## config.mk

```make
export PLATFORM = sky130hd
export DESIGN_NAME = esc_telemetry_frame_decoder_unit_flat
export DESIGN_NICKNAME = d
export VERILOG_FILES = /design/src/rtl/etfd_pkg.sv /design/src/rtl/etfd_if.sv /design/src/rtl/etfd_fletcher.sv /design/src/rtl/esc_telemetry_frame_decoder_unit.sv /design/src/flat_wrapper.sv
export VERILOG_INCLUDE_DIRS = /design/src /design/src/rtl
export SDC_FILE = /design/constraint.sdc
export NUM_CORES = 1
export LEC_CHECK = 0
export ABC_AREA = 1
export BUFFER_PORTS_ARGS = -buffer_cell sky130_fd_sc_hd__buf_2
export CORE_AREA = 2 2 304 306
export CTS_CLUSTER_DIAMETER = 80
export DETAILED_ROUTE_END_ITERATION = 16
export DIE_AREA = 0 0 306 308
export GPL_TIMING_DRIVEN = 0
export PLACE_DENSITY = 0.46
export SLEW_MARGIN = 15
export SYNTH_ARGS = -nofsm -noshare
export SYNTH_HDL_FRONTEND = slang
export SYNTH_SLANG_ARGS = --single-unit
```

## constraint.sdc

```tcl
create_clock -name i_clk -period 28.9 [get_ports i_clk]
set_input_delay 4.335 -clock i_clk [delete_from_list [all_inputs] [get_ports i_clk]]
set_output_delay 4.335 -clock i_clk [all_outputs]
set_load 0.01 [all_outputs]
```

## src/rtl/esc_telemetry_frame_decoder_unit_defines.svh

```systemverilog
// Assertion macros shared by the telemetry frame decoder RTL.
`ifndef ESC_TELEMETRY_FRAME_DECODER_UNIT_DEFINES_SVH
`define ESC_TELEMETRY_FRAME_DECODER_UNIT_DEFINES_SVH

// Same-cycle implication, sampled on i_clk and masked during reset.
`define ETFD_ASSERT_IMP(lbl, ante, cons, msg) \
    lbl: assert property (@(posedge i_clk) disable iff (!i_rst_n) (ante) |-> (cons)) \
        else $error(msg);

// Next-cycle implication, sampled on i_clk and masked during reset.
`define ETFD_ASSERT_NXT(lbl, ante, cons, msg) \
    lbl: assert property (@(posedge i_clk) disable iff (!i_rst_n) (ante) |=> (cons)) \
        else $error(msg);

`endif

```

## src/rtl/etfd_pkg.sv

```systemverilog
// Types and constants of the telemetry frame decoder.
`timescale 1ns / 1ps
package etfd_pkg;

    typedef logic [7:0] t_byte;
    typedef logic [4:0] t_idx;

    // Window and frame geometry.
    localparam t_idx WIN_LEN    = 5'd22;
    localparam t_idx WIN_LAST   = 5'd21;
    localparam t_idx FRAME_LEN  = 5'd20;
    localparam t_idx FRAME_LAST = 5'd19;
    localparam t_idx SUM_LEN    = 5'd18;

    // Byte offsets of the fields inside a frame.
    localparam t_idx OFS_VOLT  = 5'd0;
    localparam t_idx OFS_TEMP  = 5'd2;
    localparam t_idx OFS_CURR  = 5'd4;
    localparam t_idx OFS_RPM   = 5'd8;
    localparam t_idx OFS_IDUTY = 5'd12;
    localparam t_idx OFS_MDUTY = 5'd14;
    localparam t_idx OFS_STAT  = 5'd16;
    localparam t_idx OFS_CSUM  = 5'd18;

    localparam t_byte BYTE_MARK = 8'hFF;
    localparam logic [8:0] FL_MOD = 9'd255;

    // Reciprocal constants: x*2/25 = (x*RCP_CURR) >> 21, x/10 = (x*RCP_DUTY) >> 19,
    // both exact over the full 16-bit input range.
    localparam logic [17:0] RCP_CURR = 18'd167773;
    localparam logic [17:0] RCP_DUTY = 18'd52429;

    localparam int CURR_W = 13;
    localparam int DUTY_W = 13;
    localparam int RPM_W  = 31;

    typedef struct packed {
        logic clear;
        logic en;
    } t_fl_ctrl;

endpackage

```

## src/rtl/etfd_if.sv

```systemverilog
// Handshake channels for received bytes and decoded frames.
`timescale 1ns / 1ps
interface etfd_in_if import etfd_pkg::*; ();
    logic  valid;
    logic  ready;
    t_byte rx_byte;

    modport source (output valid, output rx_byte, input ready);
    modport sink   (input valid, input rx_byte, output ready);
endinterface

interface etfd_out_if import etfd_pkg::*; ();
    logic              valid;
    logic              ready;
    logic [15:0]       voltage_raw;
    logic [15:0]       temperature_raw;
    logic [CURR_W-1:0] supply_current;
    logic [RPM_W-1:0]  motor_rpm;
    logic [DUTY_W-1:0] throttle_duty;
    logic [DUTY_W-1:0] drive_duty;
    t_byte             esc_status;
    logic              checksum_ok;

    modport source (output valid, output voltage_raw, output temperature_raw,
                    output supply_current, output motor_rpm, output throttle_duty,
                    output drive_duty, output esc_status, output checksum_ok,
                    input ready);
    modport sink   (input valid, input voltage_raw, input temperature_raw,
                    input supply_current, input motor_rpm, input throttle_duty,
                    input drive_duty, input esc_status, input checksum_ok,
                    output ready);
endinterface

```

## src/rtl/etfd_fletcher.sv

```systemverilog
// Fletcher-16 accumulator taking one frame byte per cycle while enabled.
`timescale 1ns / 1ps
module etfd_fletcher import etfd_pkg::*; (
    input  logic        i_clk,
    input  logic        i_rst_n,
    input  t_fl_ctrl    i_ctrl,
    input  t_byte       i_byte,
    output logic [15:0] o_sum
);

    logic [7:0] r_s0;
    logic [7:0] r_s1;
    logic [8:0] w_a0;
    logic [8:0] w_a1;
    logic [7:0] n_s0;
    logic [7:0] n_s1;

    // Both sums stay below 255, so one conditional subtract reduces each add.
    always_comb begin
        w_a0 = {1'b0, r_s0} + {1'b0, i_byte};
        n_s0 = (w_a0 >= FL_MOD) ? 8'(w_a0 - FL_MOD) : w_a0[7:0];
        w_a1 = {1'b0, r_s1} + {1'b0, n_s0};
        n_s1 = (w_a1 >= FL_MOD) ? 8'(w_a1 - FL_MOD) : w_a1[7:0];
    end

    always_ff @(posedge i_clk) begin
        if (!i_rst_n || i_ctrl.clear) begin
            r_s0 <= 8'd0;
            r_s1 <= 8'd0;
        end else if (i_ctrl.en) begin
            r_s0 <= n_s0;
            r_s1 <= n_s1;
        end
    end

    assign o_sum = {r_s1, r_s0};

endmodule

```

## src/rtl/esc_telemetry_frame_decoder_unit.sv

```systemverilog
// Top level of the telemetry frame decoder: byte window memory, frame sweep and field decode.
`timescale 1ns / 1ps
`include "esc_telemetry_frame_decoder_unit_defines.svh"
// Each received word is written into a 22-entry circular byte memory, and i_rx.ready stays
// high while no frame is being decoded. When a word completes a frame (two consecutive 0xFF
// words once at least 22 words have arrived), the block drops ready and sweeps the 20 frame
// bytes out of the memory through its single read port, one byte per cycle, feeding a
// Fletcher-16 accumulator and the field registers. Three divisions in turn on one shared
// multiplier produce the current and duty quotients, and the S_LOAD state then loads the
// output register and returns ready, waiting there while the previous result has not yet
// been taken. The output register lets further words be taken while a result waits. No
// clearing pass is needed after reset.
module esc_telemetry_frame_decoder_unit import etfd_pkg::*; (
    input  logic              i_clk,
    input  logic              i_rst_n,
    etfd_in_if.sink           i_rx,
    etfd_out_if.source        o_res
);

    typedef enum logic [1:0] {S_IDLE, S_READ, S_MUL, S_LOAD} t_state;

    t_state r_state;

    // Byte window memory and its pointers.
    t_byte r_mem [WIN_LEN];
    t_byte r_rd_data;
    t_idx  r_wptr;
    t_idx  r_cnt;
    logic  r_last_ff;
    t_idx  r_rd_ptr;
    t_idx  r_rd_cnt;
    logic  r_rd_vld;
    t_idx  r_rd_idx;

    // Frame fields gathered during the sweep.
    logic [15:0] r_volt;
    logic [15:0] r_temp;
    logic [15:0] r_curr;
    logic [31:0] r_rpm;
    logic [15:0] r_iduty;
    logic [15:0] r_mduty;
    t_byte       r_stat;
    logic [15:0] r_csum;

    logic [1:0]        r_mul_idx;
    logic [CURR_W-1:0] r_q_curr;
    logic [DUTY_W-1:0] r_q_iduty;
    logic [DUTY_W-1:0] r_q_mduty;

    // Output register.
    logic              r_o_valid;
    logic [15:0]       r_o_volt;
    logic [15:0]       r_o_temp;
    logic [CURR_W-1:0] r_o_curr;
    logic [RPM_W-1:0]  r_o_rpm;
    logic [DUTY_W-1:0] r_o_iduty;
    logic [DUTY_W-1:0] r_o_mduty;
    t_byte             r_o_stat;
    logic              r_o_csum_ok;

    logic        w_in_acc;
    logic        w_frame_hit;
    logic        w_rd_en;
    logic        w_out_free;
    t_idx        n_wptr;
    t_idx        n_cnt;
    t_idx        n_rd_ptr;
    logic [15:0] w_mul_op;
    logic [17:0] w_mul_k;
    logic [33:0] w_prod;
    t_fl_ctrl    w_fl_ctrl;
    logic [15:0] w_fl_sum;

    assign i_rx.ready = (r_state == S_IDLE);
    assign w_in_acc   = i_rx.valid && i_rx.ready;
    assign w_out_free = !r_o_valid || o_res.ready;

    always_comb begin
        n_wptr   = (r_wptr == WIN_LAST) ? '0 : r_wptr + 5'd1;
        n_cnt    = (r_cnt == WIN_LEN) ? r_cnt : r_cnt + 5'd1;
        n_rd_ptr = (r_rd_ptr == WIN_LAST) ? '0 : r_rd_ptr + 5'd1;
    end

    assign w_frame_hit = w_in_acc && r_last_ff && (i_rx.rx_byte == BYTE_MARK)
                         && (n_cnt == WIN_LEN);
    assign w_rd_en     = (r_state == S_READ) && (r_rd_cnt < FRAME_LEN);

    // Writes happen only while idle and reads only during the sweep, so they never collide.
    always_ff @(posedge i_clk) begin
        if (w_in_acc) begin
            r_mem[r_wptr] <= i_rx.rx_byte;
        end
    end

    always_ff @(posedge i_clk) begin
        if (w_rd_en) begin
            r_rd_data <= r_mem[r_rd_ptr];
        end
    end

    assign w_fl_ctrl.clear = w_frame_hit;
    assign w_fl_ctrl.en    = r_rd_vld && (r_rd_idx < SUM_LEN);

    etfd_fletcher u_fletcher (
        .i_clk   (i_clk),
        .i_rst_n (i_rst_n),
        .i_ctrl  (w_fl_ctrl),
        .i_byte  (r_rd_data),
        .o_sum   (w_fl_sum)
    );

    // One shared multiplier for the three reciprocal divisions.
    always_comb begin
        case (r_mul_idx)
            2'd0: begin
                w_mul_op = r_curr;
                w_mul_k  = RCP_CURR;
            end
            2'd1: begin
                w_mul_op = r_iduty;
                w_mul_k  = RCP_DUTY;
            end
            default: begin
                w_mul_op = r_mduty;
                w_mul_k  = RCP_DUTY;
            end
        endcase
        w_prod = {18'd0, w_mul_op} * {16'd0, w_mul_k};
    end

    always_ff @(posedge i_clk) begin
        if (!i_rst_n) begin
            r_state   <= S_IDLE;
            r_wptr    <= '0;
            r_cnt     <= '0;
            r_last_ff <= 1'b0;
            r_rd_ptr  <= '0;
            r_rd_cnt  <= '0;
            r_rd_vld  <= 1'b0;
            r_rd_idx  <= '0;
            r_mul_idx <= '0;
            r_o_valid <= 1'b0;
        end else begin
            // A result taken in the same cycle as a new load is replaced, not cleared.
            if (r_o_valid && o_res.ready && !((r_state == S_LOAD) && w_out_free)) begin
                r_o_valid <= 1'b0;
            end
            r_rd_vld <= w_rd_en;
            r_rd_idx <= r_rd_cnt;

            if (r_rd_vld) begin
                unique case (r_rd_idx)
                    OFS_VOLT:          r_volt[7:0]   <= r_rd_data;
                    OFS_VOLT + 5'd1:   r_volt[15:8]  <= r_rd_data;
                    OFS_TEMP:          r_temp[7:0]   <= r_rd_data;
                    OFS_TEMP + 5'd1:   r_temp[15:8]  <= r_rd_data;
                    OFS_CURR:          r_curr[7:0]   <= r_rd_data;
                    OFS_CURR + 5'd1:   r_curr[15:8]  <= r_rd_data;
                    OFS_RPM:           r_rpm[7:0]    <= r_rd_data;
                    OFS_RPM + 5'd1:    r_rpm[15:8]   <= r_rd_data;
                    OFS_RPM + 5'd2:    r_rpm[23:16]  <= r_rd_data;
                    OFS_RPM + 5'd3:    r_rpm[31:24]  <= r_rd_data;
                    OFS_IDUTY:         r_iduty[7:0]  <= r_rd_data;
                    OFS_IDUTY + 5'd1:  r_iduty[15:8] <= r_rd_data;
                    OFS_MDUTY:         r_mduty[7:0]  <= r_rd_data;
                    OFS_MDUTY + 5'd1:  r_mduty[15:8] <= r_rd_data;
                    OFS_STAT:          r_stat        <= r_rd_data;
                    OFS_CSUM:          r_csum[7:0]   <= r_rd_data;
                    OFS_CSUM + 5'd1:   r_csum[15:8]  <= r_rd_data;
                    default:           ;
                endcase
            end

            unique case (r_state)
                S_IDLE: begin
                    if (w_in_acc) begin
                        r_wptr    <= n_wptr;
                        r_cnt     <= n_cnt;
                        r_last_ff <= (i_rx.rx_byte == BYTE_MARK);
                    end
                    if (w_frame_hit) begin
                        // The oldest word of the window sits just past the one written now.
                        r_rd_ptr <= n_wptr;
                        r_rd_cnt <= '0;
                        r_state  <= S_READ;
                    end
                end
                S_READ: begin
                    if (w_rd_en) begin
                        r_rd_ptr <= n_rd_ptr;
                        r_rd_cnt <= r_rd_cnt + 5'd1;
                    end
                    if (r_rd_vld && (r_rd_idx == FRAME_LAST)) begin
                        r_mul_idx <= '0;
                        r_state   <= S_MUL;
                    end
                end
                S_MUL: begin
                    case (r_mul_idx)
                        2'd0:    r_q_curr  <= w_prod[33:21];
                        2'd1:    r_q_iduty <= w_prod[31:19];
                        default: r_q_mduty <= w_prod[31:19];
                    endcase
                    r_mul_idx <= r_mul_idx + 2'd1;
                    if (r_mul_idx == 2'd2) begin
                        r_state <= S_LOAD;
                    end
                end
                S_LOAD: begin
                    if (w_out_free) begin
                        r_o_valid   <= 1'b1;
                        r_o_volt    <= r_volt;
                        r_o_temp    <= r_temp;
                        r_o_curr    <= r_q_curr;
                        r_o_rpm     <= r_rpm[31:1];
                        r_o_iduty   <= r_q_iduty;
                        r_o_mduty   <= r_q_mduty;
                        r_o_stat    <= r_stat;
                        r_o_csum_ok <= (w_fl_sum == r_csum);
                        r_state     <= S_IDLE;
                    end
                end
                default: r_state <= S_IDLE;
            endcase
        end
    end

    assign o_res.valid           = r_o_valid;
    assign o_res.voltage_raw     = r_o_volt;
    assign o_res.temperature_raw = r_o_temp;
    assign o_res.supply_current  = r_o_curr;
    assign o_res.motor_rpm       = r_o_rpm;
    assign o_res.throttle_duty   = r_o_iduty;
    assign o_res.drive_duty      = r_o_mduty;
    assign o_res.esc_status      = r_o_stat;
    assign o_res.checksum_ok     = r_o_csum_ok;

    `ETFD_ASSERT_NXT(a_frame_starts_sweep, w_frame_hit, (r_state == S_READ) && !i_rx.ready,
                     "frame detection did not start the byte sweep")
    `ETFD_ASSERT_NXT(a_sweep_ends, r_rd_vld && (r_rd_idx == FRAME_LAST), r_state == S_MUL,
                     "last frame byte did not start the divisions")
    `ETFD_ASSERT_IMP(a_ptr_range, 1'b1,
                     (r_wptr < WIN_LEN) && (r_rd_ptr < WIN_LEN) && (r_cnt <= WIN_LEN),
                     "window pointer or count out of range")
    `ETFD_ASSERT_NXT(a_load_fills_output, (r_state == S_LOAD) && w_out_free,
                     o_res.valid && (r_state == S_IDLE),
                     "result was not loaded into a free output register")

endmodule
```

## src/flat_wrapper.sv

```systemverilog
// flat-port wrapper written by rule: the top's interface ports become plain ports
module esc_telemetry_frame_decoder_unit_flat import etfd_pkg::*;
  (i_clk, i_rst_n, i_rx_valid, i_rx_rx_byte, i_rx_ready, o_res_valid, o_res_voltage_raw, o_res_temperature_raw, o_res_supply_current, o_res_motor_rpm, o_res_throttle_duty, o_res_drive_duty, o_res_esc_status, o_res_checksum_ok, o_res_ready);
  etfd_in_if i_rx_i ();
  etfd_out_if o_res_i ();
  input  logic i_clk;
  input  logic i_rst_n;
  input wire logic [$bits(i_rx_i.valid)-1:0] i_rx_valid;
  input wire logic [$bits(i_rx_i.rx_byte)-1:0] i_rx_rx_byte;
  output wire logic [$bits(i_rx_i.ready)-1:0] i_rx_ready;
  output wire logic [$bits(o_res_i.valid)-1:0] o_res_valid;
  output wire logic [$bits(o_res_i.voltage_raw)-1:0] o_res_voltage_raw;
  output wire logic [$bits(o_res_i.temperature_raw)-1:0] o_res_temperature_raw;
  output wire logic [$bits(o_res_i.supply_current)-1:0] o_res_supply_current;
  output wire logic [$bits(o_res_i.motor_rpm)-1:0] o_res_motor_rpm;
  output wire logic [$bits(o_res_i.throttle_duty)-1:0] o_res_throttle_duty;
  output wire logic [$bits(o_res_i.drive_duty)-1:0] o_res_drive_duty;
  output wire logic [$bits(o_res_i.esc_status)-1:0] o_res_esc_status;
  output wire logic [$bits(o_res_i.checksum_ok)-1:0] o_res_checksum_ok;
  input wire logic [$bits(o_res_i.ready)-1:0] o_res_ready;
  assign i_rx_i.valid = i_rx_valid;
  assign i_rx_i.rx_byte = i_rx_rx_byte;
  assign i_rx_ready = i_rx_i.ready;
  assign o_res_valid = o_res_i.valid;
  assign o_res_voltage_raw = o_res_i.voltage_raw;
  assign o_res_temperature_raw = o_res_i.temperature_raw;
  assign o_res_supply_current = o_res_i.supply_current;
  assign o_res_motor_rpm = o_res_i.motor_rpm;
  assign o_res_throttle_duty = o_res_i.throttle_duty;
  assign o_res_drive_duty = o_res_i.drive_duty;
  assign o_res_esc_status = o_res_i.esc_status;
  assign o_res_checksum_ok = o_res_i.checksum_ok;
  assign o_res_i.ready = o_res_ready;
  esc_telemetry_frame_decoder_unit u_core (.i_clk(i_clk), .i_rst_n(i_rst_n), .i_rx(i_rx_i), .o_res(o_res_i));
endmodule
```

# After elaboration in Yosys (flattened, before gate mapping)
# Memory sizes are Yosys's and may differ from the RTL's. A register that Yosys moved wholly into a read port is not among the register bits.
# Index checks and enable logic that the tools add are counted.
# W data, S select, Z words.
[word_totals]
ff_bits = 334
latchBits = 0
mem_bits_rw = 176
rom_bits = 0
input_bits = 12
out_inout_bits = 113
elab_cells = 159
memories = 1
[op_classes]
add_sub_neg = 9
n_mul = 1
div_mod_pow = 0
n_lt_le_gt_ge = 4
eq_ne = 32
shifts = 0
n_mux = 25
n_bitwise = 1
n_reduce_logical = 46
[memory_table]
columns = ["name", "depth", "word_bits", "rd", "rd_clocked_by_memory_dff", "wr", "line", "rtl"]
rows = [
  ["u_core.r_mem", 22, 8, 1, 1, 1, "esc_telemetry_frame_decoder_unit.sv:25", "t_byte r_mem [WIN_LEN];"],
]
[op_table]
columns = ["cell", "count"]
rows = [
  ["$reduce_and A3 Y1", 22],
  ["$eq A5 B4 Y1 const B", 8],
  ["$eq A5 B5 Y1 const B", 7],
  ["$mux W5", 7],
  ["$mul A16 B18 Y34", 1],
  ["$pmux W16 S2", 1],
  ["$add A5 B1 Y5 const B", 4],
  ["$pmux W5 S2", 2],
  ["$add A8 B8 Y9", 2],
  ["$ge A9 B8 Y1 const B", 2],
  ["$mux W18", 1],
  ["$eq A16 B16 Y1", 1],
  ["$mux W8", 2],
  ["$sub A8 B8 Y8 const B", 2],
  ["$eq A5 B2 Y1 const B", 2],
  ["$eq A5 B3 Y1 const B", 2],
  ["$logic_and A1 B1 Y1", 10],
  ["$lt A5 B5 Y1 const B", 2],
  ["$mux W2", 5],
  ["$eq A8 B8 Y1 const B", 1],
  ["$pmux W2 S4", 1],
  ["$eq A2 B2 Y1 const B", 3],
  ["$ne A2 B1 Y1 const B", 3],
  ["$eq A5 B1 Y1 const B", 1],
  ["other kinds (14)", 26],
]

# Longest topological paths before layout
[logic_depth]
ltp_word = 8
mapped_depth = 36
depth_no_buf = 34

# By module
# Synthesis repeated with hierarchy kept, for this count alone.
[hier_totals]
hier_cells = 2383
hier_area_um2 = 27172.3
[by_module_without_submodules]
columns = ["mod", "n_inst", "cells_each", "area_per_inst_um2", "seq_area_each_um2"]
rows = [
  ["esc_telemetry_frame_decoder_unit", 1, 2075, 25278.0, 14724.1],
  ["etfd_fletcher", 1, 308, 1894.3, 320.3],
]

# Least setup slack after synthesis
# Ideal clock, no wire load.
[synth_timing]
kind = "input to register"
start = "input i_rst_n"
end = "register u_core.r_o_csum_ok (netlist: u_core.o_res.checksum_ok) (enable)"
arrival_time_ps = 11932
t_required_ps = 28183
path_slack_ps = 16251
stages = 2
path_buffers = 0
path_cell_list = "inv_1 -> nor3_1"
[synth_via]
elab_chain_len = 1
[synth_rtl]
columns = ["item", "line", "rtl"]
rows = [
  ["start, declared", "flat_wrapper.sv:7", "input logic i_rst_n;"],
  ["$reduce_and A3 Y1 (no source line)", "n/a", ""],
  ["end signal, assigned", "esc_telemetry_frame_decoder_unit.sv:219", "r_o_csum_ok <= (w_fl_sum == r_csum);"],
  ["end, declared", "esc_telemetry_frame_decoder_unit.sv:59", "logic r_o_csum_ok;"],
]
# Every way passes these cells.
# A chain may end at the register's enable or synchronous reset.

# Worst setup path after layout
[layout_timing]
start = "register u_core.r_mul_idx[0]"
end = "register u_core.r_q_curr[8], data pin"
[layout_via]
elab_chain_len = 3
elab_cells_between_ends = 5
classes_between = "mul: 1; eq/ne: 1; mux: 2; reduce/logical: 1"
[layout_rtl]
columns = ["item", "line", "rtl"]
rows = [
  ["start, declared", "esc_telemetry_frame_decoder_unit.sv:45", "logic [1:0] r_mul_idx;"],
  ["start signal, assigned", "esc_telemetry_frame_decoder_unit.sv:204", "r_mul_idx <= r_mul_idx + 2'd1;"],
  ["$eq A2 B1 Y1 or $logic_not A2 Y1 (tied branches)", "esc_telemetry_frame_decoder_unit.sv:114", "case (r_mul_idx)"],
  ["$pmux W16 S2 or $mux W18 (tied branches)", "esc_telemetry_frame_decoder_unit.sv:114", ""],
  ["$mul A16 B18 Y34 *", "esc_telemetry_frame_decoder_unit.sv:128", "w_prod = {18'd0, w_mul_op} * {16'd0, w_mul_k};"],
  ["net u_core.w_prod[29]", "esc_telemetry_frame_decoder_unit.sv:70", "logic [33:0] w_prod;"],
  ["end signal, assigned", "esc_telemetry_frame_decoder_unit.sv:200", "2'd0: r_q_curr <= w_prod[33:21];"],
  ["end, declared", "esc_telemetry_frame_decoder_unit.sv:46", "logic [CURR_W-1:0] r_q_curr;"],
]
# Mark *: on every way through the listed nets, which the timed path passes. The rest lies on a longest branch.

==> results.md <==
- # fillers: 9,076
- Worst-margin pin slew: 1.200 ns
- Sequential area share after synthesis: 55.54%
- Core Util, Final: 34.03%
- Antenna viol nets, final: 0
- Placed inst area: 29,330 µm²
- Port Buffers: 124
- Rel. slew slack: 19.39%
- Via count: 17.49k
- Placed cells: 3,689
- Congestion Overflow GR: 0
- Critical path's slowest cell: clkbuf_1
- Fraction of layout cells with a size suffix above 1: 10.01%
- Hold Path Class: reg2reg
- Final #Nets: 2,896
- CTS H-tree depth: 2
- Setup crit end kind: flop
- Top reg by flops: u_core.r_mem
- CTS resizes: 0
- First-pass GRT wire length: 107,100 µm
- Most used cell along the critical path: fa_1
- Chip height: 308 µm
- Period utilisation layout: 26.16%
- Wire per inst: 18.55 µm
- Synthesized area: 27,090 µm²
- Setup bufs post-CTS: 0
- Final Max Slew Viols: 0
- Clk buf depth: 3
- ANT cells: 0
- Total of max-cap violations: 0
- Pwr Density: 69.90 nW/µm²
- DRT Pass-1 Iters: 7
- Initial antenna violation count: 0
- Endpoints failing setup: 0
- Fmax: 0.1323 GHz
- # clock sinks: 517
- Largest net degree at the start of global routing: 24
- Final Cell Area: 30,960 µm²
- RSZ-0062 raised after global routing: false
- Top FF cell, synth: edfxtp_1
- Fin. Hold Viols: 0
- Seq cells post-synth: 517
- Mapped Cells: 2,365
- Crit path largest cell delay: 0.61 ns
- Final std cells w/o fill: 3,784
- Worst-path cell chain: inv_1, ha_1, buf_4, buf_2, clkbuf_1, a21oi_1, nor2_1, fa_1, fa_1, fa_1, fa_1, fa_1, inv_1, fa_1, inv_1, ha_1, nand2_1, nor2_1, inv_1, nor2_1, nand3_1, nand3_1, a21oi_1, xnor2_1
- Die area: 94,250 µm²
- Crit path kind: reg2reg
- Gpl congestion: 0.8557
- Clk Latency, worst-skew pair: 0.59 ns
- Starting density of the core: 29.78%
- Syn nets: 2,704
- Root Buffer: clkbuf_16
- Worst path bufs/invs: 7
- Async SR Flop Fraction: 0%
- YS warnings: 0
- All-Layer GR Usage: 14.85%
- Critical Path Source Type: flop
- Num CTS Buffers: 52
- Vias in the first global route: 17.75k
- Area Growth Syn to Fin: 14.27%
- Remaining DRCs: 0
- Top delay family on crit path: adder cells
- Cell variety after synth: 57
- Row count: 111
- Initial DRC Count: 1,207
- Register area: 15,040 µm²
- Die width: 306 µm
- Static Leak: 12.53 nW
- WP data required: 29.27 ns
- Vias per std cell: 4.622
- Placeable Area: 90,970 µm²
- TritonCTS clock tree: yes
- Crit path arrival time: 7.93 ns
- Max Fanout on Critical Path: 10
- Final WL: 70,180 µm
- Flip-flop count of the largest register after layout: 176
- IR drop worst, VDD: 0.00004670 V
- Multi-input logic area: 10,380 µm²
- Clock skew: 0.02626 ns
- Mean Syn Cell Area: 11.45 µm²
- Status: completed
- Min Tclk post-route: 7.559 ns
- Hold-fix buffers, CTS: 0
- Post-synth EDFFs: 469
- Ports: 125
- Reg clk slew, reported paths: 0.06 ns
- DP HPWL: 52,470 µm
- TNS Setup: 0 ns
- Hold_ws: 0.4164 ns
-- per-layer routing --
layer / vias to the layer above / wire length [µm] / track usage (%)
met5: - / 0 / 0
met4: 0 / 1202 / 3.150
met3: 80 / 2900 / 1.931
met2: 397 / 33240 / 25.08
met1: 8609 / 32830 / 20.38
li1: 8402 / - / -
-- layout make-up --
class	instances	area share, %
Inverter	380	4.608
Sequential cell	517	48.60
Buffer	61	0.8286
Clock inverter	33	0.7922
Clock buffer	62	4.458
Tap cell	1186	4.794
Timing Repair Buffer	138	2.381
Multi-Input combinational cell	1407	33.54
-- through the flow --
| step | total power (W) | setup slack [ns] |
|---|---|---|
| final | 0.002164 | 21.34 |
| after global routing | 0.002295 | 20.85 |
| after CTS | 0.002187 | 21.28 |
| after detailed placement | 0.001532 | 21.31 |
| after global placement | 0.001526 | 12.41 |
| after floorplan | 0.001325 | 16.25 |
-- worst reg2reg max path, cell delays in order (launching register included) --
cell and delay [ns]:
dfxtp_1 0.34, inv_1 0.09, ha_1 0.21, buf_4 0.21
buf_2 0.28, clkbuf_1 0.61, a21oi_1 0.34, nor2_1 0.53
fa_1 0.54, fa_1 0.59, fa_1 0.45, fa_1 0.42
fa_1 0.52, inv_1 0.05, fa_1 0.47, inv_1 0.04
ha_1 0.36, nand2_1 0.12, nor2_1 0.22, inv_1 0.12
nor2_1 0.15, nand3_1 0.10, nand3_1 0.16, a21oi_1 0.11
xnor2_1 0.29
-- logic make-up (layout without fill, tap and decap cells) --
kind of cell	after synthesis	count (layout)	synth area share, %
xor+xnor	41	41	1.326
flops	517	517	55.54
simple gates	735	735	11.51
fa+ha+maj	327	327	18.73
buf+inv	441	674	6.212
compound gates	304	304	6.679
-- cell usage after synthesis, drive strengths merged (4+ instances only) --
cell      n  area [µm²]
and3      8       50.05
o22ai    18       112.6
nand4    20       146.4
o211ai    5       37.54
a32oi     6       52.55
o21bai    4       30.03
nor3     23       120.1
edfxtp  469       14080
fa      131        2623
a31oi    11       68.82
a21o      4       30.03
buf      16       87.58
o221ai   20       175.2
ha      196        2452
or2       7       43.79
o21ai   117       589.3
nand3   102       538.0
nor2    251       967.2
xor2     19       166.4
a221o     6       60.06
clkbuf   45       168.9
a22o      6       52.55
nand2   317        1205
xnor2    22       192.7
dfxtp    48       960.9
a21oi    93       480.5
inv     377        1415
-- final timing paths --
check,from,end,slack (ns),cells after the start
min reg2reg,u_core.r_volt[13],u_core.o_res.voltage_raw[13],0.42,0
max,u_core.r_mul_idx[0],u_core.r_q_curr[8],21.34,24
max reg2reg,u_core.r_mul_idx[0],u_core.r_q_curr[8],21.34,24
min,u_core.r_volt[13],u_core.o_res.voltage_raw[13],0.42,0
-- cell usage in the layout (no fill, tap or decap), types with 20 or more instances in the layout --
master | synthesis | final
nor2_1 | 245 | 243
clkbuf_16 | 0 | 53
buf_2 | 10 | 134
clkbuf_1 | 45 | 52
a21oi_1 | 89 | 89
dfxtp_1 | 48 | 48
fa_1 | 131 | 131
edfxtp_1 | 469 | 469
inv_1 | 376 | 376
xnor2_1 | 22 | 22
ha_1 | 196 | 196
o221ai_1 | 20 | 20
nand2_1 | 313 | 313
o21ai_0 | 108 | 108
nand3_1 | 98 | 98
-- where the power goes --
| part | switching [W] | leakage (nW) | internal (W) |
|---|---|---|---|
| Clock | 0.000283 | 0.793 | 0.000367 |
| Combinational | 0.000423 | 7.13 | 0.000202 |
| Sequential | 0.0000264 | 4.61 | 0.000863 |
No activity file was read; power rests on OpenSTA's default activity.
